<file path="src/hdl/srrw_pkg.sv">
// srrw_pkg: shared constants, payload structs and controller/datapath
// command and status types for the selective-repeat receive window
// no dependencies
`default_nettype none

package srrw_pkg;

    localparam int FRAME_BYTES   = 1024;
    localparam int WINDOW_FRAMES = 32;
    localparam int MAX_RESULTS   = 32;

    localparam int FS_W     = 24;
    localparam int OFF_W    = 24;
    localparam int LEN_W    = 11;
    localparam int KIND_W   = 2;
    localparam int OSLOT_W  = 5;

    localparam int FRAME_SHIFT = $clog2(FRAME_BYTES);
    localparam int FRAME_W     = FS_W - FRAME_SHIFT + 1;
    localparam int SLOT_W      = $clog2(WINDOW_FRAMES);
    localparam int SUM_W       = SLOT_W + 1;
    localparam int IDX_W       = $clog2(WINDOW_FRAMES + 1);
    localparam int CNT_W       = $clog2(MAX_RESULTS + 1);

    // register index, taken from the word address
    localparam logic REG_TOTAL_BYTES = 1'b0;

    localparam logic [KIND_W-1:0] KIND_RESP  = 2'd0;
    localparam logic [KIND_W-1:0] KIND_START = 2'd1;
    localparam logic [KIND_W-1:0] KIND_END   = 2'd2;

    localparam logic RES_REQUEST = 1'b0;
    localparam logic RES_RELEASE = 1'b1;

    typedef struct packed {
        logic [KIND_W-1:0] kind;
        logic [OFF_W-1:0]  start_offset;
        logic [LEN_W-1:0]  data_length;
    } item_t;

    typedef struct packed {
        logic               result_kind;
        logic [OFF_W-1:0]   byte_offset;
        logic [LEN_W-1:0]   frame_bytes;
        logic [OSLOT_W-1:0] window_slot;
        logic               last;
        logic               all_done;
    } result_t;

    typedef struct packed {
        logic accept;
        logic resp_apply;
        logic step_start;
        logic step_rel;
        logic flush;
    } cmd_t;

    typedef struct packed {
        logic start_end;
        logic rel_hit;
        logic cand_valid;
        logic out_free;
    } status_t;

endpackage

`default_nettype wire

</file>
<file path="src/hdl/srrw_ctrl.sv">
// srrw_ctrl: sequencer for the receive window, issues datapath commands
// depends on srrw_pkg
`default_nettype none

module srrw_ctrl
    import srrw_pkg::*;
(
    input  wire logic              clk,
    input  wire logic              rst_n,
    input  wire logic              item_valid,
    input  wire logic [KIND_W-1:0] item_kind,
    output logic                   item_stall,
    input  wire status_t           status,
    output cmd_t                   cmd
);

    typedef enum logic [2:0] {
        S_IDLE,
        S_RESP,
        S_SCAN_START,
        S_SCAN_REL,
        S_FLUSH
    } state_t;

    state_t state_reg, state_next;
    logic   stall_reg;
    logic   can_step;

    assign item_stall = stall_reg;
    // a step may hand the held candidate to the output register
    assign can_step = status.out_free || !status.cand_valid;

    always_comb
    begin
        state_next = state_reg;
        cmd        = '0;
        unique case (state_reg)
            S_IDLE:
            begin
                if (item_valid)
                begin
                    cmd.accept = 1'b1;
                    unique case (item_kind)
                        KIND_RESP:  state_next = S_RESP;
                        KIND_START: state_next = S_SCAN_START;
                        KIND_END:   state_next = S_SCAN_REL;
                        default:    state_next = S_IDLE;
                    endcase
                end
            end
            S_RESP:
            begin
                cmd.resp_apply = 1'b1;
                state_next     = S_IDLE;
            end
            S_SCAN_START:
            begin
                if (status.start_end)
                    state_next = S_FLUSH;
                else if (can_step)
                    cmd.step_start = 1'b1;
            end
            S_SCAN_REL:
            begin
                if (!status.rel_hit)
                    state_next = S_FLUSH;
                else if (can_step)
                    cmd.step_rel = 1'b1;
            end
            S_FLUSH:
            begin
                if (!status.cand_valid)
                    state_next = S_IDLE;
                else if (status.out_free)
                begin
                    cmd.flush  = 1'b1;
                    state_next = S_IDLE;
                end
            end
            default: state_next = S_IDLE;
        endcase
    end

    always_ff @(posedge clk or negedge rst_n)
    begin
        if (!rst_n)
        begin
            state_reg <= S_IDLE;
            stall_reg <= 1'b0;
        end
        else
        begin
            state_reg <= state_next;
            stall_reg <= (state_next != S_IDLE);
        end
    end

endmodule

`default_nettype wire

</file>
<file path="src/hdl/srrw_datapath.sv">
// srrw_datapath: window state, arrival flags, stored lengths, scan counters,
// candidate holding register and output register
// depends on srrw_pkg
`default_nettype none

module srrw_datapath
    import srrw_pkg::*;
(
    input  wire logic             clk,
    input  wire logic             rst_n,
    input  wire cmd_t             cmd,
    output status_t               status,
    input  wire item_t            item,
    input  wire logic             cfg_we,
    input  wire logic [FS_W-1:0]  cfg_data,
    output logic [FS_W-1:0]       total_bytes,
    output logic                  result_valid,
    input  wire logic             result_stall,
    output result_t               result
);

    function automatic logic [SLOT_W-1:0] slot_add(input logic [SLOT_W-1:0] a,
                                                   input logic [SLOT_W-1:0] b);
        logic [SUM_W-1:0] s;
        s = {1'b0, a} + {1'b0, b};
        if (s >= SUM_W'(WINDOW_FRAMES))
            s = s - SUM_W'(WINDOW_FRAMES);
        return s[SLOT_W-1:0];
    endfunction

    function automatic logic [OFF_W-1:0] frame_offset(input logic [FRAME_W-1:0] f);
        logic [FRAME_W+FRAME_SHIFT-1:0] wide;
        wide = {f, {FRAME_SHIFT{1'b0}}};
        return OFF_W'(wide);
    endfunction

    logic [FS_W-1:0]          total_bytes_reg;
    logic [FRAME_W-1:0]       remaining_reg;
    logic [FRAME_W-1:0]       released_reg;
    logic [SLOT_W-1:0]        head_reg;
    logic [WINDOW_FRAMES-1:0] arrived_reg;
    logic [LEN_W-1:0]         len_reg [WINDOW_FRAMES];
    logic [LEN_W-1:0]         last_len_reg;
    item_t                    item_reg;
    logic [IDX_W-1:0]         idx_reg;
    logic [CNT_W-1:0]         cnt_reg;
    logic                     cand_valid_reg;
    result_t                  cand_reg;
    logic                     out_valid_reg;
    result_t                  out_reg;

    logic [IDX_W-1:0]         win_size;
    logic [FRAME_W-1:0]       cfg_frames;
    logic [FRAME_SHIFT-1:0]   cfg_rem;
    logic [FRAME_W-1:0]       resp_frame;
    logic [FRAME_W-1:0]       resp_diff;
    logic                     resp_in_win;
    logic [SLOT_W-1:0]        resp_slot;
    logic [SLOT_W-1:0]        scan_slot;
    logic                     start_hit;
    logic                     cap_hit;
    logic [FRAME_W-1:0]       req_frame;
    logic                     req_is_last;
    result_t                  req_res;
    result_t                  rel_res;
    logic                     push;
    result_t                  push_res;

    assign total_bytes  = total_bytes_reg;
    assign result_valid = out_valid_reg;
    assign result       = out_reg;

    // remaining frames capped at the window size
    assign win_size = (remaining_reg < FRAME_W'(WINDOW_FRAMES)) ? IDX_W'(remaining_reg)
                                                                : IDX_W'(WINDOW_FRAMES);

    assign cfg_rem    = cfg_data[FRAME_SHIFT-1:0];
    assign cfg_frames = FRAME_W'(cfg_data >> FRAME_SHIFT) + FRAME_W'(cfg_rem != '0);

    // response lookup
    assign resp_frame  = FRAME_W'(item_reg.start_offset >> FRAME_SHIFT);
    assign resp_diff   = resp_frame - released_reg;
    assign resp_in_win = (resp_frame >= released_reg) && (resp_diff < FRAME_W'(win_size));
    assign resp_slot   = slot_add(head_reg, resp_diff[SLOT_W-1:0]);

    // round start scan
    assign cap_hit     = (cnt_reg == CNT_W'(MAX_RESULTS));
    assign scan_slot   = slot_add(head_reg, idx_reg[SLOT_W-1:0]);
    assign start_hit   = !arrived_reg[scan_slot];
    assign req_frame   = released_reg + FRAME_W'(idx_reg);
    assign req_is_last = (FRAME_W'(idx_reg) + FRAME_W'(1)) == remaining_reg;

    always_comb
    begin
        req_res.result_kind = RES_REQUEST;
        req_res.byte_offset = frame_offset(req_frame);
        req_res.frame_bytes = req_is_last ? last_len_reg : LEN_W'(FRAME_BYTES);
        req_res.window_slot = OSLOT_W'(scan_slot);
        req_res.last        = 1'b0;
        req_res.all_done    = 1'b0;

        rel_res.result_kind = RES_RELEASE;
        rel_res.byte_offset = frame_offset(released_reg);
        rel_res.frame_bytes = len_reg[head_reg];
        rel_res.window_slot = OSLOT_W'(head_reg);
        rel_res.last        = 1'b0;
        rel_res.all_done    = (remaining_reg == FRAME_W'(1));
    end

    always_comb
    begin
        status.start_end  = (idx_reg >= win_size) || cap_hit;
        status.rel_hit    = (remaining_reg != '0) && arrived_reg[head_reg] && !cap_hit;
        status.cand_valid = cand_valid_reg;
        status.out_free   = !out_valid_reg || !result_stall;
    end

    // older candidate moves out when a newer one is found, or on flush
    always_comb
    begin
        push     = 1'b0;
        push_res = cand_reg;
        if (cmd.flush)
        begin
            push          = 1'b1;
            push_res.last = 1'b1;
        end
        else if (cand_valid_reg && (cmd.step_rel || (cmd.step_start && start_hit)))
            push = 1'b1;
    end

    always_ff @(posedge clk or negedge rst_n)
    begin
        if (!rst_n)
        begin
            total_bytes_reg <= '0;
            remaining_reg   <= '0;
            released_reg    <= '0;
            head_reg        <= '0;
            arrived_reg     <= '0;
            idx_reg         <= '0;
            cnt_reg         <= '0;
            cand_valid_reg  <= 1'b0;
            out_valid_reg   <= 1'b0;
        end
        else
        begin
            if (cfg_we)
            begin
                total_bytes_reg <= cfg_data;
                remaining_reg   <= cfg_frames;
                released_reg    <= '0;
                head_reg        <= '0;
                arrived_reg     <= '0;
            end
            else if (cmd.resp_apply)
            begin
                if (resp_in_win)
                    arrived_reg[resp_slot] <= 1'b1;
            end
            else if (cmd.step_rel)
            begin
                arrived_reg[head_reg] <= 1'b0;
                released_reg          <= released_reg + FRAME_W'(1);
                remaining_reg         <= remaining_reg - FRAME_W'(1);
                head_reg              <= slot_add(head_reg, SLOT_W'(1));
            end

            if (cmd.accept)
            begin
                idx_reg <= '0;
                cnt_reg <= '0;
            end
            else if (cmd.step_start)
            begin
                idx_reg <= idx_reg + IDX_W'(1);
                if (start_hit)
                    cnt_reg <= cnt_reg + CNT_W'(1);
            end
            else if (cmd.step_rel)
                cnt_reg <= cnt_reg + CNT_W'(1);

            if (cmd.flush)
                cand_valid_reg <= 1'b0;
            else if (cmd.step_rel || (cmd.step_start && start_hit))
                cand_valid_reg <= 1'b1;

            if (push)
                out_valid_reg <= 1'b1;
            else if (!result_stall)
                out_valid_reg <= 1'b0;
        end
    end

    // payload registers
    always_ff @(posedge clk)
    begin
        if (cfg_we)
            last_len_reg <= (cfg_rem != '0) ? LEN_W'(cfg_rem) : LEN_W'(FRAME_BYTES);
        if (cmd.accept)
            item_reg <= item;
        if (cmd.resp_apply && resp_in_win && !arrived_reg[resp_slot])
            len_reg[resp_slot] <= item_reg.data_length;
        if (cmd.step_rel)
            cand_reg <= rel_res;
        else if (cmd.step_start && start_hit)
            cand_reg <= req_res;
        if (push)
            out_reg <= push_res;
    end

endmodule

`default_nettype wire

</file>
<file path="src/hdl/selective_repeat_receive_window_top.sv">
// selective_repeat_receive_window_top: top level of the receive window,
// register port decode plus sequencer and datapath
// depends on srrw_pkg, srrw_ctrl, srrw_datapath
`default_nettype none

// Receiver-side selective-repeat window over a file cut into FRAME_BYTES
// frames, WINDOW_FRAMES frames wide. Write the total byte count (byte address
// 0) while the block is idle; the write restarts the transfer. An item beat of
// kind response marks its frame arrived when it lies in the window and is new,
// keeping its length; it yields nothing, and the next item beat is taken once
// the sequencer has applied it. A round start walks the window one slot per
// cycle while the result side can take the held candidate, and yields one
// request beat per missing frame; after the walk ends, the final result is
// handed to the output register before the next item beat is taken. A round
// end releases arrived frames at the window front one per cycle while the
// result side can take the held candidate, each with its ring slot and stored
// length, and slides the window. A stalled result side holds either walk.
// The final result of an item carries last, and all_done marks the release of
// the file's final frame. item_stall stays high from acceptance until the
// item's last result sits in the output register, or until the sequencer is
// idle again when the item yields no result.
module selective_repeat_receive_window_top
    import srrw_pkg::*;
(
    input  wire logic        clk,
    input  wire logic        rst_n,
    // item channel
    input  wire logic        item_valid,
    output logic             item_stall,
    input  wire item_t       item,
    // result channel
    output logic             result_valid,
    input  wire logic        result_stall,
    output result_t          result,
    // register port
    input  wire logic        psel,
    input  wire logic        penable,
    input  wire logic        pwrite,
    input  wire logic [2:0]  paddr,
    input  wire logic [31:0] pwdata,
    output logic [31:0]      prdata,
    output logic             pready
);

    cmd_t            cmd;
    status_t         status;
    logic            cfg_we;
    logic            sel_total_bytes;
    logic [FS_W-1:0] total_bytes;

    // one register at word 0, higher words read as zero and ignore writes
    assign sel_total_bytes = (paddr[2] == REG_TOTAL_BYTES);
    assign cfg_we          = psel && penable && pwrite && sel_total_bytes;
    assign pready          = 1'b1;
    assign prdata          = sel_total_bytes ? 32'(total_bytes) : 32'd0;

    srrw_ctrl u_ctrl (
        .clk        (clk),
        .rst_n      (rst_n),
        .item_valid (item_valid),
        .item_kind  (item.kind),
        .item_stall (item_stall),
        .status     (status),
        .cmd        (cmd)
    );

    srrw_datapath u_datapath (
        .clk          (clk),
        .rst_n        (rst_n),
        .cmd          (cmd),
        .status       (status),
        .item         (item),
        .cfg_we       (cfg_we),
        .cfg_data     (pwdata[FS_W-1:0]),
        .total_bytes  (total_bytes),
        .result_valid (result_valid),
        .result_stall (result_stall),
        .result       (result)
    );

endmodule

`default_nettype wire
</file>
<file path="config.mk">
export PLATFORM = sky130hd
export DESIGN_NAME = selective_repeat_receive_window_top
export DESIGN_NICKNAME = d
export VERILOG_FILES = /design/src/hdl/srrw_pkg.sv /design/src/hdl/srrw_ctrl.sv /design/src/hdl/srrw_datapath.sv /design/src/hdl/selective_repeat_receive_window_top.sv
export SDC_FILE = /design/constraint.sdc
export NUM_CORES = 1
export LEC_CHECK = 0
export BUFFER_PORTS_ARGS = -buffer_cell sky130_fd_sc_hd__buf_4
export CORE_UTILIZATION = 56
export CTS_BUF_LIST = sky130_fd_sc_hd__clkbuf_4
export DETAILED_ROUTE_END_ITERATION = 10
export PLACE_DENSITY = 0.75
export SKIP_CTS_REPAIR_TIMING = 1
export SLEW_MARGIN = 20
export SYNTH_ARGS = -nofsm -noshare
export SYNTH_HDL_FRONTEND = slang
export SYNTH_HIERARCHICAL = 1
export SYNTH_SLANG_ARGS = --single-unit
</file>
<file path="constraint.sdc">
create_clock -name clk -period 5.7 [get_ports clk]
set_clock_uncertainty 0.1 [all_clocks]
set_input_delay 0.57 -clock clk [delete_from_list [all_inputs] [get_ports clk]]
set_output_delay 0.57 -clock clk [all_outputs]
set_load 0.005 [all_outputs]
</file>
==> out/qor.txt <==
status: finished, final reports clean
Post-synth ARST share: 19.4%
Worst Hold Class: input port to register
Mapped Avg Cell Area: 15.5 µm²
vias after detailed routing: 15,500
first-pass GRT wire length: 87,500 µm
worst setup margin: 0.697 ns
Sw Share: 26.9%
initial antenna violation count: 1
TritonCTS clock tree: done
total die area: 45,600 µm²
layout cells sized above 1: 29.3%
sequential fraction of the synthesis area: 65.2%
CTS Sinks: 562
clock power share: 33.5%
Power Density: 358 nW/µm²
pre-CTS setup slack: 0.774 ns
Reg power frac: 50.5%
Congestion Overflow GR: 0
Worst R2R Start: u_datapath/remaining_reg[11]$_DFFE_PN0P_
Stages on worst setup path: 19
switching power: 2.81 mW
Initial Util: 56.7%
post-DR wirelength/cell: 22.6 µm
chip height: 213 µm
top cell type's share of synthesized area: 54.2%
FF-to-FF End: u_datapath/result[2]$_DFFE_PP_
Critical Path Sink: u_datapath/result[2]$_DFFE_PP_
Post-synth top flop: edfxtp_1
max reg flops: 352
Skew-Pair Late Insertion Delay: 0.97 ns
clock buffer count from CTS: 143
most frequent cells in the layout: 452 x edfxtp_1, 212 x clkbuf_4, 183 x buf_4
DRC viols: 0
crit path time final: 5.00 ns
CP arrival: 5.45 ns
synth warn: 6
Post-Synthesis Cells: 1,613
power share of the combinational group: 16.0%
Cells after DPL: 2,293
DR vias/cell: 5.95
Final Hold Viols: 0
Setup CP Type: register to register
Detailed Route WL: 58,900 µm
Fin Setup TNS: 0 ns
synthesized flop and latch total: 562
cell internal pwr: 7.64 mW
chip width: 213 µm
Final HPWL DP: 37,500 µm
drt pass-1 iters: 5
largest fanout on the critical path: 34
Final Non-Filler Cells: 2,603
RSZ-0062 raised after global routing: false
LEAKAGE: 10.6 nW
largest net degree at the start of global routing: 60
fin crit share: 87.8%
MaxCap Viol Count: 0
post-synthesis cell area: 25,000 µm²
total core area: 44,100 µm²
Max transition margin: 25.1%
Tot GR Track Use: 26.4%
vias in the first global route: 15,200
Iter 0 DRT Violations: 1,635
I/O Buffers: 117
largest area contributor in the netlist: edfxtp_1
Routability Congestion: 0.886
Critical Path Source Type: register
EDFF count, synth: 452
P&R area growth vs syn: 16.8%
commonest non-fill, non-tap cell in the layout: edfxtp_1
Max Root-Sink Buffers: 3
H-Tree Depth: 4
CP Buf/Inv Count: 3
Crit path max-delay family: simple AND/OR/NAND/NOR gates
worst vdd ir: 279 µV
critical path's most frequent cell: a21o_1
CP startpoint: u_datapath/remaining_reg[11]$_DFFE_PN0P_
worst-margin pin slew: 1.12 ns
Pins Over Slew Limit: 0
post-layout util: 66.2%
fmax: 0.200 GHz
# fillers: 3,073
crit end category: register
Critical Path RT: 6.15 ns
io pins: 157
row count: 77
synth unique cells: 75
Clock transition at path regs: 0.06 ns
Crit-path slowest cell: dfrtp_1
Finish-stage setup viols: 0
clk root buf: clkbuf_4
CP cell instances: or3_4 > nor3b_4 > and2_1 > nand2_1 > ha_1 > a21o_1 > a21o_1 > a21oi_1 > nor2b_1 > o21ai_0 > nand2_1 > nor4b_1 > buf_4 > inv_1 > or2_2 > o22ai_1 > or2_1 > a21o_1 > buf_4
Detail Route Antenna Nets: 0
worst r2r path cells: 19
synth top area cells: edfxtp_1 54%, dfrtp_1 11%, mux4_2 10%
CP peak stage delay: 0.41 ns
r2r setup slk: 0.70 ns
Final Net Count: 2,041
-- cell families after synthesis --
group,share of synthesized area [%]
XOR/XNOR,2.89
buffers and inverters,2.77
AND/OR/NAND/NOR,7.84
adder cells (fa/ha/maj),3.02
flip-flops,65.2
other,0.0450
AO/OA/AOI/OAI,6.21
multiplexers,12.0
-- power by group through the flow --
stage	clock network, mW	logic [mW]	registers [mW]
2_1_floorplan	0	0.952	5.29
3_3_place_gp	0	1.52	5.39
3_5_place_dp	0	1.56	5.42
4_1_cts	3.59	1.57	5.34
5_1_grt	3.81	1.83	5.33
6_report	3.50	1.67	5.28
-- how the worst min path moves through the flow --
stage                                                        to  slack, ns  depth (start not counted)                               from
after CTS                 u_datapath/arrived_reg[3]$_DFFE_PN0P_      -0.47                          1                              rst_n
after detailed placement         u_datapath/result[6]$_DFFE_PP_       0.30                          0   u_datapath/cand_reg[6]$_DFFE_PP_
after floorplan                     u_ctrl/item_stall$_DFF_PN0_       0.17                          0                              rst_n
final                             u_ctrl/state_reg[0]$_DFF_PN0_       0.09                          4                           item[36]
after global placement          u_datapath/result[28]$_DFFE_PP_       0.30                          0  u_datapath/cand_reg[28]$_DFFE_PP_
after global routing              u_ctrl/state_reg[0]$_DFF_PN0_       0.03                          4                           item[36]
-- synthesized netlist by cell type (all sizes together) (44+ instances only) --
| master | n |
|---|---|
| buf | 44 |
| inv | 44 |
| ha | 54 |
| clkbuf | 67 |
| xnor2 | 46 |
| nor2 | 95 |
| dfrtp | 109 |
| mux4 | 115 |
| nand2 | 69 |
| edfxtp | 452 |
| a22oi | 44 |
| nand3 | 57 |
-- final cells by class --
| type | count | area, µm² | share of cell area, % |
|---|---|---|---|
| well taps | 592 | 741 | 2.53 |
| flip-flops and latches | 562 | 16300 | 55.9 |
| repair buffers | 241 | 2000 | 6.83 |
| inverters | 44 | 165 | 0.565 |
| diodes | 1 | 2.50 | 0.00856 |
| multi-input cells | 912 | 8110 | 27.7 |
| clock inverters | 39 | 295 | 1.01 |
| clock buffers | 212 | 1590 | 5.45 |
-- metrics by stage --
| stage | instance area [µm²] | power (mW) | hold WS [ns] |
|---|---|---|---|
| after floorplan | 25100 | 6.24 | 0.174 |
| after global placement | 26700 | 6.91 | 0.303 |
| after detailed placement | 26700 | 6.98 | 0.305 |
| after CTS | 28600 | 10.5 | -0.469 |
| after global routing | 29200 | 11.0 | 0.0322 |
| final | 29200 | 10.5 | 0.0866 |
-- layer usage --
layer | wire (µm) | track usage, %
met4 | 1710 | 11.6
met1 | 22100 | 33.0
met5 | 0 | 0
met2 | 30600 | 43.5
met3 | 4490 | 6.97
-- worst min-delay path, stage by stage --
cell and delay, ns:
buf_4 0.09, ha_1 0.13, o21ba_2 0.15, a21bo_1 0.13
(Power assumes the default switching activity.)
